<file path="src/rtl/cerr_pkg.sv">
`timescale 1ns / 1ps
// ---------------------------------------------------------------------------
// cerr_pkg
// Shared types and fixed widths of the channel energy rank reorder block.
// ---------------------------------------------------------------------------
package cerr_pkg;

  localparam int SAMPLE_W  = 16;
  localparam int SQ_W      = 2 * SAMPLE_W - 1;
  localparam int RANK_SLOTS = 4;
  localparam int SLOT_IDX_W = 2;
  localparam int CFG_W     = 7;
  localparam int RANKING_W = RANK_SLOTS * SLOT_IDX_W;

  typedef logic signed [SAMPLE_W-1:0] sample_t;

  typedef struct packed {
    sample_t re;
    sample_t im;
  } cplx_t;

  typedef logic [RANK_SLOTS-1:0][SLOT_IDX_W-1:0] order_t;

  typedef struct packed {
    logic load;
    logic acc_en;
    logic clr;
  } lane_ctrl_t;

endpackage

</file>
<file path="src/rtl/cerr_rank.sv">
`timescale 1ns / 1ps
// ---------------------------------------------------------------------------
// cerr_rank
// Comparison rank: orders lane energies, descending, lower channel first on
// a tie, and gives the channel index held by each rank.
// ---------------------------------------------------------------------------
module cerr_rank #(
  parameter int LANES = 4,
  parameter int ACC_W = 38
) (
  input  logic [ACC_W-1:0]  energy [LANES],
  output cerr_pkg::order_t  order
);

  always_comb begin
    logic [cerr_pkg::SLOT_IDX_W-1:0] pos;
    order = '0;
    for (int c = 0; c < LANES; c++) begin
      pos = '0;
      for (int d = 0; d < LANES; d++) begin
        if ((energy[d] > energy[c]) || ((energy[d] == energy[c]) && (d < c))) begin
          pos = pos + cerr_pkg::SLOT_IDX_W'(1);
        end
      end
      order[pos] = cerr_pkg::SLOT_IDX_W'(c);
    end
  end

endmodule

</file>
<file path="config.mk">
export PLATFORM = sky130hd
export DESIGN_NAME = cerr_rank
export DESIGN_NICKNAME = d
export VERILOG_FILES = /design/src/rtl/cerr_pkg.sv /design/src/rtl/cerr_rank.sv
export SDC_FILE = /design/constraint.sdc
export NUM_CORES = 1
export LEC_CHECK = 0
export ABC_AREA = 1
export BUFFER_PORTS_ARGS = -buffer_cell sky130_fd_sc_hd__buf_2
export CELL_PAD_IN_SITES_DETAIL_PLACEMENT = 0
export CELL_PAD_IN_SITES_GLOBAL_PLACEMENT = 1
export CORE_UTILIZATION = 35
export DETAILED_ROUTE_END_ITERATION = 16
export GPL_ROUTABILITY_DRIVEN = 0
export PLACE_DENSITY_LB_ADDON = 0.05
export RECOVER_POWER = 50
export SLEW_MARGIN = 20
export SYNTH_ARGS = -nofsm -noshare
export SYNTH_HDL_FRONTEND = slang
export SYNTH_SLANG_ARGS = --single-unit
</file>
<file path="constraint.sdc">
create_clock -name vclk -period 3.1
set_clock_uncertainty 0.2 [all_clocks]
set_input_delay 0.465 -clock vclk [all_inputs]
set_output_delay 0.465 -clock vclk [all_outputs]
set_load 0.01 [all_outputs]
</file>
==> qor.yml <==
initial_utilization_pct: 35.9
p_per_area_mw_per_mm2: 159
grt_max_degree: 10
total_power_mw: 1.49
hold_start: "energy[2]"
clkPwrFrac_pct: 0
slew_violations: 0
crit_path_start_kind: "primary input"
dp_hpwl_um: 19000
hold_path_class: "in -> out"
avgViaCountPerCell: 4.73
synthSimpleGateAreaFrac_pct: 28.1
synth_top_area_cell: "ha_1"
end_kind: "primary output"
ir_drop_mv: 0.167
setup_violations: 8
synth_cells: 958
nClkBuffers: 0
nets: 1670
whs_ns: 1.79
die_x_um: 135
max_freq_mhz: 293
area_growth_syn_to_layout_pct: 50.4
leakage_nw: 5.42
layout_setup_ws_ns: -0.311
hold_viol: 0
fill_cells: 1788
dieArea_sq_mm: 0.0183
synth_top_area_share_pct: 47.4
p_seq_share_pct: 0
synth_area_sq_mm: 0.00623
drt_iter0_markers: 212
swShare_pct: 54.1
wl_um: 20800
antenna_found_initial: 0
cap_violations: 0
die_y_um: 135
ys_seq_area_share_pct: 0
violations: "setup timing"
synth_top_family_by_area: "adder cells"
overflow: 0
n_antenna_cell: 0
fin_tns_setup_ns: -2.15
synth_xor_area_share_pct: 0.402
cp-startpoint: "energy[65]"
path_max_fanout: 3
internal_power_mw: 0.685
io_pins: 160
arrival_ns: 2.75
first_pass_iters: 5
multiInputGateArea_sq_mm: 0.00629
place_ws_ns: -0.728
grt_usage_pct: 22.4
grt_pass1_vias: 6770
status: "finished with violations"
seq_area_sq_um: 0
synth_fa_ha_area_share_pct: 47.4
synth-warning-count: 0
grt_pass1_wl_um: 32300
post-route-min-period_ns: 3.41
ys_types: 34
rows: 48
synth_mux_area_share_pct: 0
fin_crit_sh_pct: 110
p_switching_mw: 0.807
drive_gt1_share_pct: 37.7
wl_per_cell_um: 13.8
combinationalPowerShare_pct: 100.0
drcViolationCount: 0
antenna_left: 0
synth_compound_area_share_pct: 12.9
port_buffers: 160
synth_area_leaders: "ha_1, nand2_1, inv_1, a21oi_1, nor2_1"
syn_avg_cell_area_sq_um: 6.50
crit_type: "in -> out"
route.vias.total: 7122
syn_nets: 1346
rsz0062_at_grt: "yes"
worst_pin_slew_ns: 0.374
required_ns: 2.43
core_area_sq_mm: 0.0174
design.seq.count: 0
max-slew-margin-rel_pct: 74.9
synth_stat cells (2+ instances only):
cell / number
o211ai_1: 15
inv_1: 183
nand3b_1: 2
nand4_1: 18
nor4_1: 16
ha_1: 236
and3_1: 3
a21oi_1: 94
nand2_2: 12
and2_0: 2
nand3_1: 29
nor2_2: 8
nor2_4: 2
nand2_1: 220
nor2_1: 60
nor3_1: 10
o21a_1: 3
a21boi_1: 2
o21ai_0: 25
a21o_1: 4
cells in the final DEF, fill, tap and decap left out, types with 5 or more instances in the layout:
master / count
nand3_1: 19
buf_4: 161
a21oi_1: 84
a21oi_2: 10
nor4_2: 5
inv_4: 5
nand4_1: 18
nor2_2: 15
buf_6: 12
ha_1: 208
ha_4: 27
nor4_1: 7
inv_2: 19
inv_1: 160
o211ai_1: 15
buf_2: 149
nor2_4: 5
nand3_2: 9
nand2_2: 35
nand2_1: 195
nor2_1: 50
o21ai_0: 13
o21ai_1: 10
nor4_4: 5
per-stage QoR:
step / utilization [%] / cells / instance area (sq um)
after floorplan: - / 958 / 6230
after global routing: 54.0 / 1505 / 9370
after global placement: 48.6 / 1493 / 8430
after detailed placement: 48.6 / 1493 / 8430
after CTS: 49.8 / 1495 / 8650
final: 54.0 / 1505 / 9370
power groups by stage:
stage / Sequential [mW] / Clock [mW] / Combinational [mW]
2_1_floorplan: 0 / 0 / 0.722
3_3_place_gp: 0 / 0 / 1.29
3_5_place_dp: 0 / 0 / 1.30
4_1_cts: 0 / 0 / 1.36
5_1_grt: 0 / 0 / 1.69
6_report: 0 / 0 / 1.49
logic make-up after synthesis:
family	count (synthesis)
xor gates and xnor gates	2
buffers and inverters	184
AOI/OAI and AO/OA	147
and+or+nand+nor	389
adders and majority gates	236
path summary, 6_finish.rpt:
path,end,slack (ns),cells after the start
max,order[4],-0.31,17
min,order[3],1.79,10
cell type report:
type | count | area share (%)
inverter | 184 | 7.51
timing repair buffer | 322 | 22.3
tap | 225 | 3.01
multi-input combinational | 774 | 67.2
layer usage:
metal  up-vias  global-route usage [%]  routed length (um)
li1       3872                       -                   -
met5         -                       0                   0
met4         0                    3.43                 316
met1      3113                    29.2                9610
met3        14                   0.786                 671
met2       123                    41.1               10200
worst max-delay path: stages:
cell and delay, ns:
buf_2 0.08, inv_1 0.06, ha_1 0.32, nand4_1 0.23, buf_4 0.21, nor4_1 0.25, nand3_1 0.11, nand4_1 0.09
buf_4 0.15, inv_1 0.07, ha_4 0.16, nand3b_1 0.14, nand2_1 0.09, nand2_1 0.07, nand2_1 0.06, nand2_1 0.04
buf_2 0.13
timing repair:
| action | CTS | global route |
|---|---|---|
| pin swaps | 23 | 60 |
| buffers inserted | 2 | 10 |
| resized for setup | 43 | 141 |
| hold buffers | 0 | 0 |
| setup endpoints to repair | 8 | 8 |
Note: power is estimated with default switching activity, not from simulation.
