--- src/rtl/cerr_pkg.sv ---
`timescale 1ns / 1ps
// ---------------------------------------------------------------------------
// cerr_pkg
// Shared types and fixed widths of the channel energy rank reorder block.
// ---------------------------------------------------------------------------
package cerr_pkg;

  localparam int SAMPLE_W  = 16;
  localparam int SQ_W      = 2 * SAMPLE_W - 1;
  localparam int RANK_SLOTS = 4;
  localparam int SLOT_IDX_W = 2;
  localparam int CFG_W     = 7;
  localparam int RANKING_W = RANK_SLOTS * SLOT_IDX_W;

  typedef logic signed [SAMPLE_W-1:0] sample_t;

  typedef struct packed {
    sample_t re;
    sample_t im;
  } cplx_t;

  typedef logic [RANK_SLOTS-1:0][SLOT_IDX_W-1:0] order_t;

  typedef struct packed {
    logic load;
    logic acc_en;
    logic clr;
  } lane_ctrl_t;

endpackage

--- src/rtl/cerr_lane.sv ---
`timescale 1ns / 1ps
// ---------------------------------------------------------------------------
// cerr_lane
// One channel lane: squares the sample parts, then adds them to the
// channel's running window energy.
// ---------------------------------------------------------------------------
module cerr_lane #(
  parameter int ACC_W = 38
) (
  input  logic                 clk,
  input  logic                 rst_n,
  input  cerr_pkg::lane_ctrl_t ctrl,
  input  cerr_pkg::cplx_t      smp,
  output logic [ACC_W-1:0]     energy
);

  logic [2*cerr_pkg::SAMPLE_W-1:0] prod_re;
  logic [2*cerr_pkg::SAMPLE_W-1:0] prod_im;
  logic [cerr_pkg::SQ_W-1:0]       sq_re_r;
  logic [cerr_pkg::SQ_W-1:0]       sq_im_r;
  logic [ACC_W-1:0]                acc_r;
  logic [ACC_W-1:0]                acc_nxt;

  assign prod_re = smp.re * smp.re;
  assign prod_im = smp.im * smp.im;

  always_ff @(posedge clk) begin
    if (ctrl.load) begin
      sq_re_r <= prod_re[cerr_pkg::SQ_W-1:0];
      sq_im_r <= prod_im[cerr_pkg::SQ_W-1:0];
    end
  end

  always_comb begin
    acc_nxt = acc_r;
    priority if (ctrl.clr) begin
      acc_nxt = '0;
    end else if (ctrl.acc_en) begin
      acc_nxt = acc_r + ACC_W'(sq_re_r) + ACC_W'(sq_im_r);
    end
  end

  always_ff @(posedge clk) begin
    if (!rst_n) begin
      acc_r <= '0;
    end else begin
      acc_r <= acc_nxt;
    end
  end

  assign energy = acc_r;

endmodule

--- config.mk ---
export PLATFORM = sky130hd
export DESIGN_NAME = cerr_lane
export DESIGN_NICKNAME = d
export VERILOG_FILES = /design/src/rtl/cerr_pkg.sv /design/src/rtl/cerr_lane.sv
export SDC_FILE = /design/constraint.sdc
export NUM_CORES = 1
export LEC_CHECK = 0
export BUFFER_PORTS_ARGS = -buffer_cell sky130_fd_sc_hd__buf_2
export CAP_MARGIN = 20
export CORE_ASPECT_RATIO = 0.5
export CORE_MARGIN = 8
export CORE_UTILIZATION = 40
export CTS_CLUSTER_DIAMETER = 50
export CTS_CLUSTER_SIZE = 20
export DETAILED_ROUTE_END_ITERATION = 6
export GPL_TIMING_DRIVEN = 0
export PLACE_DENSITY = 0.57
export SLEW_MARGIN = 10
export SYNTH_ARGS = -nofsm -noshare
export SYNTH_HDL_FRONTEND = slang
export SYNTH_SLANG_ARGS = --single-unit
--- constraint.sdc ---
create_clock -name clk -period 6.2 [get_ports clk]
set_clock_uncertainty 0.1 [all_clocks]
set_input_delay 0.31 -clock clk [delete_from_list [all_inputs] [get_ports clk]]
set_output_delay 0.31 -clock clk [all_outputs]
set_load 0.005 [all_outputs]
==> results by group, run 1 <==
Finish
  • Antenna diode count: 0
  • Area delta synth->final: 11.2%
  • Filler cells: 5533
  • Reg area: 2560 sq um
  • Fraction of layout instances using a drive strength above 1: 0.102
  • Area of the multi-input gates: 17900 sq um
  • Commonest cells after routing, fill and taps aside: sky130_fd_sc_hd__inv_1 (652), sky130_fd_sc_hd__fa_1 (479), sky130_fd_sc_hd__ha_1 (197)
  • Most frequent standard cell in the layout excluding fill and tap cells: sky130_fd_sc_hd__inv_1
  • Layout Nets: 3248

Global route
  • Global router's overall resource usage: 0.171
  • First-pass GRT wire length: 89.2 mm
  • Remaining global-route overflow: 0
  • Number of antenna violations at the first check in global routing: 1
  • Maximum number of pins on one net before global-route repair: 61
  • GRT met1 Usage: 0.239
  • Global routing usage on met3: 0.0219
  • Number of global-route vias before repair: 16.7k
  • Global route hottest layer: met2
  • GRT met2 Usage: 0.289

Logic synthesis
  • Average instance area after synthesis: 9.50 sq um
  • Compound-gate portion of the synthesized area: 0.0791
  • Largest cells by area after synthesis: sky130_fd_sc_hd__fa_1 (43%), sky130_fd_sc_hd__ha_1 (11%), sky130_fd_sc_hd__inv_1 (11%), sky130_fd_sc_hd__edfxtp_1 (7.9%), sky130_fd_sc_hd__dfxtp_1 (3.3%)
  • Gate Count Post-Synth: 2411
  • Part of the Yosys area used for sequential elements: 0.112
  • Dominant combinational cell family by area after synthesis: adder cells
  • Leading register cell type out of synthesis: sky130_fd_sc_hd__edfxtp_1
  • Simple logic cell fraction of the synthesized area: 0.101
  • FF+latch count, synth: 98
  • Post-synthesis share of cell area spent on full adders, half adders and majority gates: 0.540
  • Total number of yosys warnings: 0
  • Top-area cell type share of the netlist area: 0.427
  • Xor and xnor area share after synthesis: 0.0409
  • Multiplexer fraction of the synthesized cell area: 0.00798
  • Unique cell type count in the Yosys netlist: 73
  • Biggest area consumer among synthesized cells: sky130_fd_sc_hd__fa_1
  • Share of flip-flops with an asynchronous set or reset after synthesis: 0
  • Post-synth design cell area: 22900 sq um
  • Count of flip-flops with a built-in enable after synthesis: 60
  • Net count of the mapped netlist: 3143

Setup path
  • Worst-path maximum fanout: 6
  • Depth of the worst register-to-register path: 15
  • Critical path arrival: 6.05 ns
  • Kind of capture point of the worst setup path: flop
  • Startpoint types: primary input
  • Worst R2R Start: energy[0]
  • Start point of the critical path: smp[18]
  • Crit Path Category: primary input to flop
  • Critical Path RT: 6.21 ns

CTS
  • Total of hold buffers inserted after clock tree synthesis: 0
  • Clock root buffer master: sky130_fd_sc_hd__clkbuf_16
  • Cts bufs inserted: 9
  • Number of H-tree branching levels: 3
  • Clock Latency Late Sink: 0.36 ns
  • CTS tree: built
  • Largest buffer count on any clock path: 2
  • Clock net sink count: 98
  • Clock slew seen by the registers of the worst setup and hold paths: 0.08 ns

STA
  • Rel. slew slack: 0.449
  • Fin. Hold Viols: 0
  • Worst hold slack: 0.166 ns
  • Setup violation total in the final timing report: 0
  • Shortest clock period the worst path allows after layout: 6.04 ns
  • Maximum clock frequency: 166 MHz
  • Slew at the pin closest to its max-slew limit: 0.826 ns
  • Final-report max-slew violation count: 0
  • Total negative setup slack: 0 ns
  • Final period utilization: 0.975

Detailed routing
  • Final wirelength: 55.6 mm
  • Number of remaining DRC errors: 0
  • Routed via count divided by cell count: 4.87
  • Routed WL per cell: 16.9 microns
  • Violation count after the first detailed-route iteration: 855
  • Vias: 16.0k
  • Length of the first detailed-routing pass in iterations: 5
  • Antenna-violating nets left: 0

Floorplan
  • Standard cell core area: 57000 sq um
  • Die outline height: 185 microns
  • Die ar.: 65600 sq um
  • Initial Utilization: 0.402
  • Number of placement rows: 62
  • Die span in x: 354 microns
  • Num ports: 75

Run status
  • Run status: completed

Worst hold path
  • Worst min-delay path startpoint: smp[16]
  • Worst hold path class: primary input to flop
  • Cells on Worst Hold Path: 1

Placement
  • Port bufs: 69
  • Gpl congestion: 0.865
  • Placed wire-length estimate: 47.7 mm

Run
  • Max-Cap Viols: 0
==> metrics by stage <==
stage | utilization | std cells | worst slack, ns | instance area, sq um
after global placement | 0.425 | 3248 | -1.34 | 24200
after floorplan | - | 2411 | -0.0132 | 22900
after CTS | 0.437 | 3262 | 0.00188 | 24900
final | 0.447 | 3289 | 0.158 | 25500
after global routing | 0.447 | 3289 | -0.00851 | 25500
after detailed placement | 0.425 | 3248 | -1.36 | 24200
==> synth_stat cells (all sizes together) (3+ instances only) <==
cell type	n
nand3	29
or4	3
clkbuf	52
nor3	22
nand2	192
a221oi	4
dfxtp	38
o21bai	18
inv	664
fa	488
o21ai	41
o31ai	5
nand2b	13
xnor2	83
nand4	7
o21a	10
a31o	8
a21o	43
edfxtp	60
a21oi	79
and2	62
a31oi	14
buf	6
xor2	24
mux2i	16
nor2	130
nor2b	14
a211oi	10
o211ai	7
o2111ai	3
and3	13
ha	207
or2	6
==> flip-flops by register name, indices dropped and copies added, names as in the netlist <==
| register | count |
|---|---|
| energy | 38 |
| sq_re_r | 30 |
| sq_im_r | 30 |
==> routing by layer <==
layer	wire [microns]	vias up	share of wire
met5	10	-	0.00018
met4	855	2	0.015
met3	2350	55	0.042
met2	26400	308	0.47
met1	26000	8129	0.47
li1	-	7507	-
==> cell type report <==
type                            instances  area share
Buffer                                 51      0.0211
Clock inverter                          7     0.00300
Timing Repair Buffer                  101      0.0252
Inverter                              666      0.0996
Clock buffer                            9     0.00884
Sequential cell                        98       0.101
Tap cell                              768      0.0377
Multi-Input combinational cell       1589       0.704
==> cells by family after synthesis <==
group,Yosys count
adder cells (fa/ha/maj),695
multiplexers,18
AND/OR/NAND/NOR,505
XOR/XNOR,107
buffers and inverters,724
flip-flops,98
AO/OA/AOI/OAI,262
other,2
==> critical path, cell delays in order <==
cell                       delay (ns)
sky130_fd_sc_hd__buf_4           0.16
sky130_fd_sc_hd__buf_8           0.14
sky130_fd_sc_hd__buf_4           0.14
sky130_fd_sc_hd__nand2_1         0.10
sky130_fd_sc_hd__fa_1            0.45
sky130_fd_sc_hd__fa_1            0.51
sky130_fd_sc_hd__fa_1            0.52
sky130_fd_sc_hd__inv_1           0.06
sky130_fd_sc_hd__fa_1            0.55
sky130_fd_sc_hd__fa_1            0.43
sky130_fd_sc_hd__fa_1            0.50
sky130_fd_sc_hd__ha_2            0.31
sky130_fd_sc_hd__a21o_1          0.22
sky130_fd_sc_hd__a21o_1          0.19
sky130_fd_sc_hd__a31o_1          0.23
sky130_fd_sc_hd__a31oi_1         0.17
sky130_fd_sc_hd__o41a_1          0.20
sky130_fd_sc_hd__a21o_1          0.21
sky130_fd_sc_hd__a211oi_2        0.10
sky130_fd_sc_hd__o41a_1          0.36
sky130_fd_sc_hd__xor2_2          0.18
==> final timing paths <==
kind                 end  slack [ns]
max          sq_re_r[29]        0.16
min           sq_re_r[0]        0.17
max reg2reg   energy[23]        2.52
min reg2reg   energy[33]        0.39
==> repair_timing <==
| action | CTS | global route |
|---|---|---|
| pin swaps | 7 | 38 |
| gates cloned | 0 | 1 |
| setup endpoints to repair | 30 | 15 |
| resized for setup | 115 | 126 |
| setup buffers | 5 | 26 |
Power of run 1 is not shown: default switching activity piles up to over one toggle a cycle in this logic, so the estimate is an artifact.
==> run 2: changes to the inputs <==
Settings changed: RECOVER_POWER from default to 100.
==> run 2 against run 1 <==
Global-route usage unchanged. Sequential cell count is the same. First-iteration DRC count down 2.6%. The run now ends with capacitance limit, slew limit left. Fmax hardly changed. Final area fell by 0.10%. Critical endpoint unchanged.
==> results by group, run 2 (synthesis results as in run 1) <==
Run status
  • Run status: finished, violations left
  • Violated checks: capacitance limit, slew limit

Placement
  • Gpl congestion: 0.865
  • Post-Place Worst Slack: -1.36 ns
  • Port bufs: 69
  • Placed wire-length estimate: 47.7 mm
  • Cell count after placement: 3248

Finish
  • Fraction of layout instances using a drive strength above 1: 0.0944
  • Commonest cells after routing, fill and taps aside: sky130_fd_sc_hd__inv_1 (652), sky130_fd_sc_hd__fa_1 (479), sky130_fd_sc_hd__ha_1 (197)
  • Filler-free cell count of the finished design: 3289
  • Layout Nets: 3248
  • Most frequent standard cell in the layout excluding fill and tap cells: sky130_fd_sc_hd__inv_1
  • Antenna diode count: 0
  • Area delta synth->final: 11.1%
  • Largest register FFs: 38

Floorplan
  • Number of placement rows: 62
  • Num ports: 75
  • Initial Utilization: 0.402
  • Die span in x: 354 microns
  • Die outline height: 185 microns
  • Standard cell core area: 57000 sq um
  • Die ar.: 65600 sq um

Worst hold path
  • Cells on Worst Hold Path: 1
  • Worst hold path class: primary input to flop
  • Worst min-delay path startpoint: smp[16]
  • Hold worst-path end: sq_re_r[0]

STA
  • Total negative setup slack: 0 ns
  • Setup violation total in the final timing report: 0
  • Final-report max-slew violation count: 61
  • Slew at the pin closest to its max-slew limit: 3.07 ns
  • Post-layout worst setup margin: 0.161 ns
  • Rel. slew slack: -1.05
  • Fin. Hold Viols: 0
  • Worst hold slack: 0.167 ns
  • Maximum clock frequency: 166 MHz
  • Final period utilization: 0.974
  • Shortest clock period the worst path allows after layout: 6.04 ns

Setup path
  • Critical path arrival: 6.05 ns
  • Critical Path RT: 6.21 ns
  • Kind of capture point of the worst setup path: flop
  • Crit Path Category: primary input to flop
  • Endpoint of the worst register-to-register path: energy[23]
  • Worst-path maximum fanout: 6
  • Startpoint types: primary input
  • Depth of the worst register-to-register path: 15
  • Minimum setup slack among reg-to-reg paths: 2.52 ns
  • Worst R2R Start: energy[0]

CTS
  • Largest buffer count on any clock path: 2
  • Clock slew seen by the registers of the worst setup and hold paths: 0.08 ns
  • CTS tree: built
  • Cts bufs inserted: 9
  • Number of H-tree branching levels: 3
  • Clock Latency Late Sink: 0.36 ns
  • Clock root buffer master: sky130_fd_sc_hd__clkbuf_16
  • Clock net sink count: 98

Global route
  • Remaining global-route overflow: 0
  • Maximum number of pins on one net before global-route repair: 61
  • Number of antenna violations at the first check in global routing: 1
  • First-pass GRT wire length: 89.2 mm
  • Global router's overall resource usage: 0.171
  • Number of global-route vias before repair: 16.7k

Detailed routing
  • Final wirelength: 55.6 mm
  • Antenna-violating nets left: 0
  • Violation count after the first detailed-route iteration: 833
  • Number of remaining DRC errors: 0
  • Routed via count divided by cell count: 4.84
  • Routed WL per cell: 16.9 microns
  • Length of the first detailed-routing pass in iterations: 5
  • Vias: 15.9k

Run
  • Max-Cap Viols: 1
run 2: per-stage QoR:
| step | instance area [sq um] | utilization |
|---|---|---|
| 2_1_floorplan | 22900 | - |
| 3_3_place_gp | 24200 | 0.425 |
| 3_5_place_dp | 24200 | 0.425 |
| 4_1_cts | 24900 | 0.437 |
| 5_1_grt | 25400 | 0.446 |
| 6_report | 25400 | 0.446 |
run 2: routing by layer:
layer / GRT usage / wire length [microns] / up-vias
li1: - / - / 7512
met1: 0.239 / 26100 / 8067
met2: 0.289 / 26300 / 299
met3: 0.0219 / 2290 / 54
met4: 0.0304 / 844 / 2
met5: 0 / 10 / -
run 2: worst max path at each step:
| stage | from | depth (start not counted) | to |
|---|---|---|---|
| floorplan | smp[5] | 22 | sq_im_r[24] |
| global placement | smp[4] | 23 | sq_im_r[30] |
| detailed placement | smp[5] | 22 | sq_im_r[30] |
| CTS | smp[4] | 23 | sq_im_r[29] |
| global route | smp[24] | 24 | sq_re_r[30] |
| finish | smp[18] | 21 | sq_re_r[29] |
run 2: repair_timing:
action	CTS	global route
hold buffers	0	0
setup buffers	5	26
setup endpoints to repair	30	15
resized for setup	115	126
cloned	0	1
pin swaps	7	38
run 2: area by class of cell:
cell class | instances | area, sq um
Buffer | 51 | 537
Sequential cell | 98 | 2560
Clock inverter | 7 | 76.3
Inverter | 666 | 2540
Clock buffer | 9 | 225
Timing Repair Buffer | 101 | 616
Multi-Input combinational cell | 1589 | 17900
Tap cell | 768 | 961
Fill cell | 5540 | 31600
run 2: worst max-delay path: stages:
cell	delay, ns
sky130_fd_sc_hd__buf_4	0.16
sky130_fd_sc_hd__buf_8	0.14
sky130_fd_sc_hd__buf_4	0.14
sky130_fd_sc_hd__nand2_1	0.10
sky130_fd_sc_hd__fa_1	0.45
sky130_fd_sc_hd__fa_1	0.51
sky130_fd_sc_hd__fa_1	0.52
sky130_fd_sc_hd__inv_1	0.06
sky130_fd_sc_hd__fa_1	0.55
sky130_fd_sc_hd__fa_1	0.43
sky130_fd_sc_hd__fa_1	0.50
sky130_fd_sc_hd__ha_2	0.31
sky130_fd_sc_hd__a21o_1	0.21
sky130_fd_sc_hd__a21o_1	0.19
sky130_fd_sc_hd__a31o_1	0.23
sky130_fd_sc_hd__a31oi_1	0.17
sky130_fd_sc_hd__o41a_1	0.20
sky130_fd_sc_hd__a21o_1	0.21
sky130_fd_sc_hd__a211oi_2	0.10
sky130_fd_sc_hd__o41a_1	0.36
sky130_fd_sc_hd__xor2_2	0.18
Power of run 2 is left out for the same reason.
